[src/design/crc8fr_pkg.sv]
// Package for the CRC-8 checked frame receiver: status codes, frame layout
// constants and the byte-wide Dallas CRC-8 update. No dependencies.
package crc8fr_pkg;

	localparam int POS_W = 4;

	localparam logic [7:0] SYNC_BYTE = 8'h55;
	localparam logic [7:0] CRC_POLY  = 8'h8C;   // reflected 0x31

	// frame layout: bytes 0..1 sync, 0..9 covered by CRC, 10 check, 4..9 payload
	localparam logic [POS_W-1:0] SYNC_END      = POS_W'(2);
	localparam logic [POS_W-1:0] CRC_END       = POS_W'(10);
	localparam logic [POS_W-1:0] CHECK_POS     = POS_W'(10);
	localparam logic [POS_W-1:0] PAYLOAD_FIRST = POS_W'(4);
	localparam int               PAYLOAD_COUNT = 6;

	typedef enum logic [1:0] {
		ST_OK       = 2'd0,
		ST_BAD_SYNC = 2'd1,
		ST_BAD_CRC  = 2'd2
	} frame_status_t;

	// one byte through the reflected CRC-8, lsb first
	function automatic logic [7:0] crc8_update(input logic [7:0] crc, input logic [7:0] data);
		logic [7:0] c;
		c = crc ^ data;
		for (int k = 0; k < 8; k++) begin
			if (c[0]) begin
				c = (c >> 1) ^ CRC_POLY;
			end else begin
				c = c >> 1;
			end
		end
		return c;
	endfunction

endpackage

[src/design/crc8_checked_frame_receiver_top.sv]
// Fixed-length frame receiver with Dallas CRC-8 check; uses crc8fr_pkg.
// Bytes are counted into frames of FRAME_BYTES from reset, with no resync.
// Each accepted byte lands in an input register and is folded into the
// frame state from there (sync check, byte-wide CRC, payload capture).
// The last byte of a frame loads the result register from the input
// register once the previous result is read. One byte per cycle is
// sustained; the input stalls only when a last byte finds the previous
// result still unread. Payload fields are zero unless the status is ok.
// Sync errors take precedence over checksum errors.
module crc8_checked_frame_receiver_top #(
	parameter int FRAME_BYTES = 11
) (
	input  logic                         clk,
	input  logic                         arst_n,
	input  logic                         rx_valid,
	output logic                         rx_ready,
	input  logic [7:0]                   rx_byte,
	output logic                         res_valid,
	input  logic                         res_ready,
	output crc8fr_pkg::frame_status_t    frame_status,
	output logic [7:0]                   throttle_code,
	output logic [7:0]                   steering_code,
	output logic signed [15:0]           tilt_x,
	output logic signed [15:0]           tilt_y
);
	import crc8fr_pkg::*;

	localparam logic [POS_W-1:0] LAST_POS = POS_W'(FRAME_BYTES - 1);

	// input stage
	logic        valid_s1;
	logic [7:0]  byte_s1;

	// frame state
	logic [POS_W-1:0] pos_q;
	logic [7:0]       crc_q;
	logic             sync_q;
	logic [7:0]       check_q;
	logic [7:0]       payload_q [PAYLOAD_COUNT];

	// result register
	logic                res_valid_q;
	frame_status_t       status_q;
	logic [7:0]          throttle_q;
	logic [7:0]          steering_q;
	logic signed [15:0]  tilt_x_q;
	logic signed [15:0]  tilt_y_q;

	logic          is_last;
	logic          advance;
	logic [7:0]    crc_next;
	logic          sync_next;
	logic [7:0]    check_next;
	frame_status_t status_next;

	assign is_last  = (pos_q >= LAST_POS);
	assign advance  = valid_s1 && (!is_last || !res_valid_q || res_ready);
	assign rx_ready = !valid_s1 || advance;

	always_comb begin
		crc_next   = (pos_q < CRC_END) ? crc8_update(crc_q, byte_s1) : crc_q;
		sync_next  = sync_q && !((pos_q < SYNC_END) && (byte_s1 != SYNC_BYTE));
		check_next = (pos_q == CHECK_POS) ? byte_s1 : check_q;
		priority if (!sync_next) begin
			status_next = ST_BAD_SYNC;
		end else if (crc_next != check_next) begin
			status_next = ST_BAD_CRC;
		end else begin
			status_next = ST_OK;
		end
	end

	always_ff @(posedge clk or negedge arst_n) begin
		if (!arst_n) begin
			valid_s1 <= 1'b0;
		end else if (rx_ready) begin
			valid_s1 <= rx_valid;
		end
	end

	always_ff @(posedge clk) begin
		if (rx_ready && rx_valid) begin
			byte_s1 <= rx_byte;
		end
	end

	always_ff @(posedge clk or negedge arst_n) begin
		if (!arst_n) begin
			pos_q  <= '0;
			crc_q  <= '0;
			sync_q <= 1'b1;
		end else if (advance) begin
			if (is_last) begin
				pos_q  <= '0;
				crc_q  <= '0;
				sync_q <= 1'b1;
			end else begin
				pos_q  <= pos_q + POS_W'(1);
				crc_q  <= crc_next;
				sync_q <= sync_next;
			end
		end
	end

	// check and payload bytes are always rewritten before a frame ends
	always_ff @(posedge clk) begin
		if (advance) begin
			check_q <= check_next;
			for (int j = 0; j < PAYLOAD_COUNT; j++) begin
				if (pos_q == PAYLOAD_FIRST + POS_W'(j)) begin
					payload_q[j] <= byte_s1;
				end
			end
		end
	end

	always_ff @(posedge clk or negedge arst_n) begin
		if (!arst_n) begin
			res_valid_q <= 1'b0;
		end else if (advance && is_last) begin
			res_valid_q <= 1'b1;
		end else if (res_ready) begin
			res_valid_q <= 1'b0;
		end
	end

	always_ff @(posedge clk) begin
		if (advance && is_last) begin
			status_q <= status_next;
			if (status_next == ST_OK) begin
				throttle_q <= payload_q[0];
				steering_q <= payload_q[1];
				tilt_x_q   <= {payload_q[2], payload_q[3]};
				tilt_y_q   <= {payload_q[4], payload_q[5]};
			end else begin
				throttle_q <= '0;
				steering_q <= '0;
				tilt_x_q   <= '0;
				tilt_y_q   <= '0;
			end
		end
	end

	assign res_valid     = res_valid_q;
	assign frame_status  = status_q;
	assign throttle_code = throttle_q;
	assign steering_code = steering_q;
	assign tilt_x        = tilt_x_q;
	assign tilt_y        = tilt_y_q;

`ifndef SYNTHESIS
	a_pos_range: assert property (@(posedge clk) disable iff (!arst_n)
		pos_q <= LAST_POS)
		else $error("frame position past last byte");

	a_bad_zero: assert property (@(posedge clk) disable iff (!arst_n)
		(res_valid && frame_status != ST_OK) |->
		(throttle_code == 8'd0 && steering_code == 8'd0 && tilt_x == 16'sd0 &&
		 tilt_y == 16'sd0))
		else $error("payload not cleared on bad frame");

	a_pos_step: assert property (@(posedge clk) disable iff (!arst_n)
		(advance && !is_last) |=> (pos_q == $past(pos_q) + POS_W'(1)))
		else $error("position did not step");

	a_stall_cause: assert property (@(posedge clk) disable iff (!arst_n)
		!rx_ready |-> (valid_s1 && is_last && res_valid_q && !res_ready))
		else $error("input stalled without a blocked result");

	a_frame_restart: assert property (@(posedge clk) disable iff (!arst_n)
		(advance && is_last) |=> (pos_q == '0 && crc_q == 8'd0 && sync_q && res_valid_q))
		else $error("frame end did not restart state");
`endif

endmodule

[config.mk]
export PLATFORM = sky130hd
export DESIGN_NAME = crc8_checked_frame_receiver_top
export DESIGN_NICKNAME = d
export VERILOG_FILES = /design/src/design/crc8fr_pkg.sv /design/src/design/crc8_checked_frame_receiver_top.sv
export SDC_FILE = /design/constraint.sdc
export NUM_CORES = 1
export LEC_CHECK = 0
export BUFFER_PORTS_ARGS = -buffer_cell sky130_fd_sc_hd__buf_2
export CAP_MARGIN = 10
export CORE_MARGIN = 3
export CORE_UTILIZATION = 45
export DETAILED_ROUTE_END_ITERATION = 12
export PLACE_DENSITY = 0.72
export SYNTH_ARGS = -nofsm -noshare
export SYNTH_HDL_FRONTEND = slang
export SYNTH_SLANG_ARGS = --single-unit
[constraint.sdc]
create_clock -name clk -period 12.8 [get_ports clk]
set_clock_uncertainty 0.2 [all_clocks]
set_input_delay 2.56 -clock clk [delete_from_list [all_inputs] [get_ports clk]]
set_output_delay 2.56 -clock clk [all_outputs]
set_load 0.005 [all_outputs]
==> metrics.md, run 1 <==
| Metric | Value |
|---|---|
| RSZ-0062 raised after global routing | `no` |
| Critical-path top delay cell | `nand2b_1` |
| Crit path cell chain | `buf_2 -> nand2b_1 -> nor2_1 -> nand2_1 -> buf_2` |
| Max incr delay on CP | `0.16 ns` |
| Critical Path Most Common Cell | `buf_2` |
| Clock slew seen by the registers of the worst setup and hold paths | `0.05 ns` |
| Synth cell types | `44` |
| Hold_buf cts | `0` |
| Routed length per placed instance | `16.99 um` |
| Buf/Inv on CP | `2` |
| Post-synth net total | `394` |
| Min-delay worst type | `reg2reg` |
| Largest net degree at the start of global routing | `50` |
| P&R area growth vs syn | `17.72%` |
| Clock Sinks | `129` |
| FF-to-FF setup slack | `9.33 ns` |
| Pins Over Slew Limit | `0` |
| Iter 0 DRT Violations | `309` |
| Layout cells sized above 1 | `0.2661` |
| CTS tree | `yes` |
| Die height | `116.5 um` |
| Fin nets | `454` |
| DPL Wire Length | `6.481 mm` |
| Final non-filler cell total | `594` |
| Synth area leaders | `edfxtp_1 62%, dfrtp_1 6.4%, nor4_1 4.3%` |
| CP delay by family, top | `simple AND/OR/NAND/NOR gates` |
| Total Power | `1.608 mW` |
| Worst-Margin Slew | `1.155 ns` |
| Fin util | `0.5544` |
| Setup CP Type | `in2out` |
| Drc violations | `0` |
| Fmax | `169.8 MHz` |
| Postcts setup bufs | `0` |
| PortBufs | `63` |
| Register bit total from synthesis | `129` |
| Vias in the first global route | `3,068` |
| RD Place Congestion | `0.8364` |
| Crit path DAT | `3.13 ns` |
| # setup viols final | `0` |
| Total Routing Usage GR | `0.1619` |
| Core area | `11,660 um2` |
| Synth warn | `0` |
| Worst setup EP type | `primary output` |
| Routed wire length | `10.09 mm` |
| Crit path max fanout | `3` |
| Startpoint type of the worst setup path | `input pin` |
| Ys flop type | `edfxtp_1` |
| Final period util | `0.4602` |
| DIE AREA | `13,570 um2` |
| Clk_lat worst skew | `0.41 ns` |
| Post-synth ARST share | `0.1163` |
| Synth top area share | `0.6232` |
| Slew margin rel. | `0.2247` |
| Num CTS Buffers | `17` |
| Most frequent cell after synthesis | `edfxtp_1` |
| Register area share after synthesis | `0.6918` |
| Die width | `116.5 um` |
| EDFF count, synth | `114` |
| DR vias | `3,203` |
| Post-CTS sizing | `0` |
| Routed Antenna Nets | `0` |
| GR Overflow Total | `0` |
| Worst path required time | `10.04 ns` |
| Starting Density | `0.4710` |
| Static leakage | `2.280 nW` |
| Setup Total Neg Slack | `0 ns` |
| Fin. Hold Viols | `0` |
| Power density cells | `248.6 nW/um2` |
| IO Pins | `64` |
| Max_cap viols | `0` |
| First-pass GRT wire length | `16.21 mm` |
| Post-synth top area cell | `edfxtp_1` |
| Root Buffer | `clkbuf_16` |
| Status | `complete, no violations` |
| Mapped Area | `5493 um2` |
| Via density | `5.392` |
| Ant. Diodes | `0` |
| Row count | `39` |
| VDD IR max | `0.0001860 V` |
| Placed insts | `562` |
| Initial antenna violation count | `0` |
| Final Critical Period | `5.891 ns` |
| Syn Area/Cell | `14.53 um2` |
| Clock Tree Buf Depth | `2` |
| Top cell types by occurrence after synthesis | `114 x edfxtp_1, 62 x nand2_1, 38 x nor4_1` |
| Drt pass-1 iters | `4` |
| CTS H-tree lvls | `4` |
| Gate Count Post-Synth | `378` |
-- flip-flops by register name, summed over array words and instances, names as in the netlist, 2 cells and up --
signal	cells
tilt_y	16
byte_s1	8
throttle_code	8
tilt_x	16
check_q	8
steering_code	8
pos_q	4
payload_q	48
frame_status	2
crc_q	8
-- through the flow --
| step | setup WS, ns | cell area [um2] | hold WS (ns) |
|---|---|---|---|
| 6_report | 6.909 | 6466 | 0.3415 |
| 5_1_grt | 6.835 | 6466 | 0.3723 |
| 4_1_cts | 6.907 | 6466 | 0.3439 |
| 3_5_place_dp | 6.912 | 5907 | 0.3316 |
| 3_3_place_gp | 6.930 | 5907 | 0.3185 |
| 2_1_floorplan | 7.157 | 5493 | 0.2923 |
-- logic make-up after synthesis --
logic type      count (synthesis)  synth area share
xor+xnor                       31           0.07244
flops                         129            0.6918
fa+ha+maj                       4          0.009112
simple gates                  139            0.1412
mux                             9           0.01799
compound gates                 31           0.03668
buf+inv                        35           0.03075
-- worst reg2reg max path: cells and delay by family (launching register included) --
kind,cells,cell delay (ns)
compound gates,2,0.75
fa+ha+maj,1,0.28
buf+inv,3,0.85
flops,1,0.47
simple gates,1,0.56
-- power by group --
group | internal [mW] | total, mW | switching, mW
Clock | 0.269 | 0.449 | 0.180
Combinational | 0.196 | 0.598 | 0.401
Sequential | 0.518 | 0.561 | 0.0429
Total | 0.984 | 1.61 | 0.624
-- path summary, 6_finish.rpt --
check | to | startpoint | cells past startpoint
worst max-delay path | rx_ready | res_ready | 5
worst min-delay path | crc_q[0] | crc_q[0] | 1
worst max register to register | tilt_y[12] | pos_q[0] | 7
worst min register to register | crc_q[0] | crc_q[0] | 1
max in group asynchronous | sync_q | arst_n | 1
min in group asynchronous | crc_q[7] | arst_n | 1
-- area by class of cell --
class	count	area, um2
sequential	129	3800
inverter	8	30.03
fill	928	5196
tap	143	178.9
multi-input combinational	214	1545
timing repair buffer	68	352.8
clock inverter	14	130.1
clock buffer	18	429.2
-- per-layer routing --
| metal | up-vias | share of wire | track usage |
|---|---|---|---|
| li1 | 1538 | - | - |
| met1 | 1547 | 0.44 | 0.2151 |
| met2 | 102 | 0.48 | 0.2510 |
| met3 | 16 | 0.059 | 0.04715 |
| met4 | 0 | 0.017 | 0.06729 |
| met5 | - | 0 | 0 |
-- placed cells by master (no fill, tap or decap), types with 3 or more instances in the layout --
master	instances
nor4_2	10
mux2i_1	4
nor2_1	6
clkinv_4	4
nor4_1	38
buf_4	5
nand3_1	3
o21ai_1	5
xnor2_1	13
dfrtp_1	14
and2_1	6
o21ai_0	12
xnor3_1	7
nand2_1	62
inv_1	7
xor2_1	8
nand2b_1	3
ha_1	4
and3_1	3
buf_2	63
edfxtp_1	114
inv_6	5
clkbuf_16	17
(Power assumes the default switching activity.)
==> inputs of run 2 (changes only) <==
--- a/config.mk
+++ b/config.mk
@@ -10,7 +10,7 @@
 export CORE_MARGIN = 3
 export CORE_UTILIZATION = 45
 export DETAILED_ROUTE_END_ITERATION = 12
-export PLACE_DENSITY = 0.72
+export PLACE_DENSITY = 0.75
 export SYNTH_ARGS = -nofsm -noshare
 export SYNTH_HDL_FRONTEND = slang
 export SYNTH_SLANG_ARGS = --single-unit
==> constraint.sdc (replaced) <==
create_clock -name clk -period 5.15 [get_ports clk]
set_clock_uncertainty 0.2 [all_clocks]
set_input_delay 1.03 -clock clk [delete_from_list [all_inputs] [get_ports clk]]
set_output_delay 1.03 -clock clk [all_outputs]
set_load 0.005 [all_outputs]
==> metrics.md, run 2 (synthesis gave the netlist of run 1 again) <==
| Metric | Value |
|---|---|
| Die width | `116.5 um` |
| Setup CP Type | `reg2reg` |
| Routed wire length | `10.95 mm` |
| Crit path cell chain | `xnor2_1 -> xnor3_1 -> xnor2_2 -> and3_1 -> o311ai_4 -> buf_12 -> nor4_1` |
| First-pass GRT wire length | `17.67 mm` |
| Clock slew seen by the registers of the worst setup and hold paths | `0.06 ns` |
| Final non-filler cell total | `596` |
| Pins Over Slew Limit | `0` |
| Fmax | `280.2 MHz` |
| P&R area growth vs syn | `19.00%` |
| Initial antenna violation count | `0` |
| Crit path max fanout | `34` |
| PortBufs | `63` |
| Drc violations | `0` |
| CTS tree | `yes` |
| Slew margin rel. | `0.2529` |
| RSZ-0062 raised after global routing | `no` |
| Ant. Diodes | `0` |
| DP Area | `5927 um2` |
| Status | `complete, no violations` |
| Total Routing Usage GR | `0.1769` |
| VDD IR max | `0.0004913 V` |
| Routed length per placed instance | `18.37 um` |
| Layout cells sized above 1 | `0.2671` |
| Placed insts | `563` |
| Clock Sinks | `129` |
| Min-delay worst type | `in2async` |
| Most flops, register | `payload_q` |
| DPL Wire Length | `6.926 mm` |
| Max_cap viols | `0` |
| DIE AREA | `13,570 um2` |
| Num CTS Buffers | `17` |
| Fin area | `6536 um2` |
| Worst setup EP type | `flip-flop` |
| Clock Tree Buf Depth | `2` |
| Largest net degree at the start of global routing | `50` |
| Final period util | `0.6929` |
| Max incr delay on CP | `0.85 ns` |
| Fin. Hold Viols | `0` |
| Buf/Inv on CP | `1` |
| Hold_buf cts | `0` |
| Most frequent cells in the layout | `114 x edfxtp_1, 63 x buf_2, 62 x nand2_1` |
| Post-CTS sizing | `0` |
| Drt pass-1 iters | `5` |
| Startpoint type of the worst setup path | `flip-flop` |
| RD Place Congestion | `0.9433` |
| Root Buffer | `clkbuf_16` |
| Row count | `39` |
| Routed Antenna Nets | `0` |
| Worst-Margin Slew | `1.113 ns` |
| Setup Total Neg Slack | `0 ns` |
| Iter 0 DRT Violations | `379` |
| Core area | `11,660 um2` |
| CTS H-tree lvls | `4` |
| Final Critical Period | `3.568 ns` |
| DR vias | `3,269` |
| CP delay by family, top | `XOR/XNOR gates` |
| Vias in the first global route | `3,255` |
| Starting Density | `0.4710` |
| Postcts setup bufs | `0` |
| Worst path required time | `5.07 ns` |
| GR Overflow Total | `0` |
| IO Pins | `64` |
| Commonest non-fill, non-tap cell in the layout | `edfxtp_1` |
| Static leakage | `2.306 nW` |
| Via density | `5.485` |
| Die height | `116.5 um` |
| Clk_lat worst skew | `0.42 ns` |
| Crit path DAT | `3.49 ns` |
| Max reg flops | `48` |
| Critical-path top delay cell | `o311ai_4` |
| Fin nets | `456` |
| Power density cells | `637.4 nW/um2` |
| # setup viols final | `0` |
| Fillers | `898` |
run 2: changes by cell type in the layout (fill, tap and decap cells not counted):
cell	delta
clkinvlp_4	+2
bufinv_16	+2
buf_8	+1
inv_6	-4
clkinv_4	-1
clkinv_1	+1
buf_12	+1
run 2: per-stage QoR:
stage,setup slack [ns],util,hold WS (ns),power [mW]
after floorplan,0.6557,-,0.2923,2.634
after global placement,1.782,0.5082,0.3145,2.888
after detailed placement,1.596,0.5082,0.3227,2.971
after CTS,1.565,0.5592,0.3205,4.174
after global routing,1.410,0.5605,0.3443,4.403
final,1.582,0.5605,0.3218,4.166
run 2: worst paths after layout:
| kind | start | end | slack [ns] | cells after the start |
|---|---|---|---|---|
| worst max-delay path | byte_s1[4] | tilt_x[10] | 1.58 | 7 |
| worst min-delay path | arst_n | valid_s1 | 0.32 | 1 |
| worst max register to register | byte_s1[4] | tilt_x[10] | 1.58 | 7 |
| worst min register to register | sync_q | sync_q | 0.35 | 2 |
| max in group asynchronous | arst_n | sync_q | 4.12 | 1 |
| min in group clk | sync_q | sync_q | 0.35 | 2 |
run 2: layout make-up:
cell class / instances / area, um2 / share of cell area
clock buffer: 18 / 429.2 / 0.06566
clock inverter: 14 / 165.2 / 0.02527
inverter: 8 / 30.03 / 0.004594
multi-input combinational: 214 / 1545 / 0.2364
sequential: 129 / 3800 / 0.5814
tap: 143 / 178.9 / 0.02737
timing repair buffer: 70 / 387.9 / 0.05934
run 2: worst reg2reg max path, cell delays in order, from the launching register on:
cell and delay (ns):
edfxtp_1 0.59, xnor2_1 0.45, xnor3_1 0.36, xnor2_2 0.21, and3_1 0.23, o311ai_4 0.85, buf_12 0.29, nor4_1 0.10
run 2: routing by layer:
layer  GRT usage  vias up  wire length (um)
met1      0.2392     1582              4690
met3     0.04041       16               769
met2      0.2708      133              5301
met5           0        -                 0
met4     0.08817        0               188
li1            -     1538                 -
run 2: power breakdown:
part	total [mW]	internal, mW	switching, mW	leakage [nW]
sequential	1.40	1.29	0.108	1.19
clock	1.20	0.758	0.440	0.281
combinational	1.57	0.522	1.05	0.831
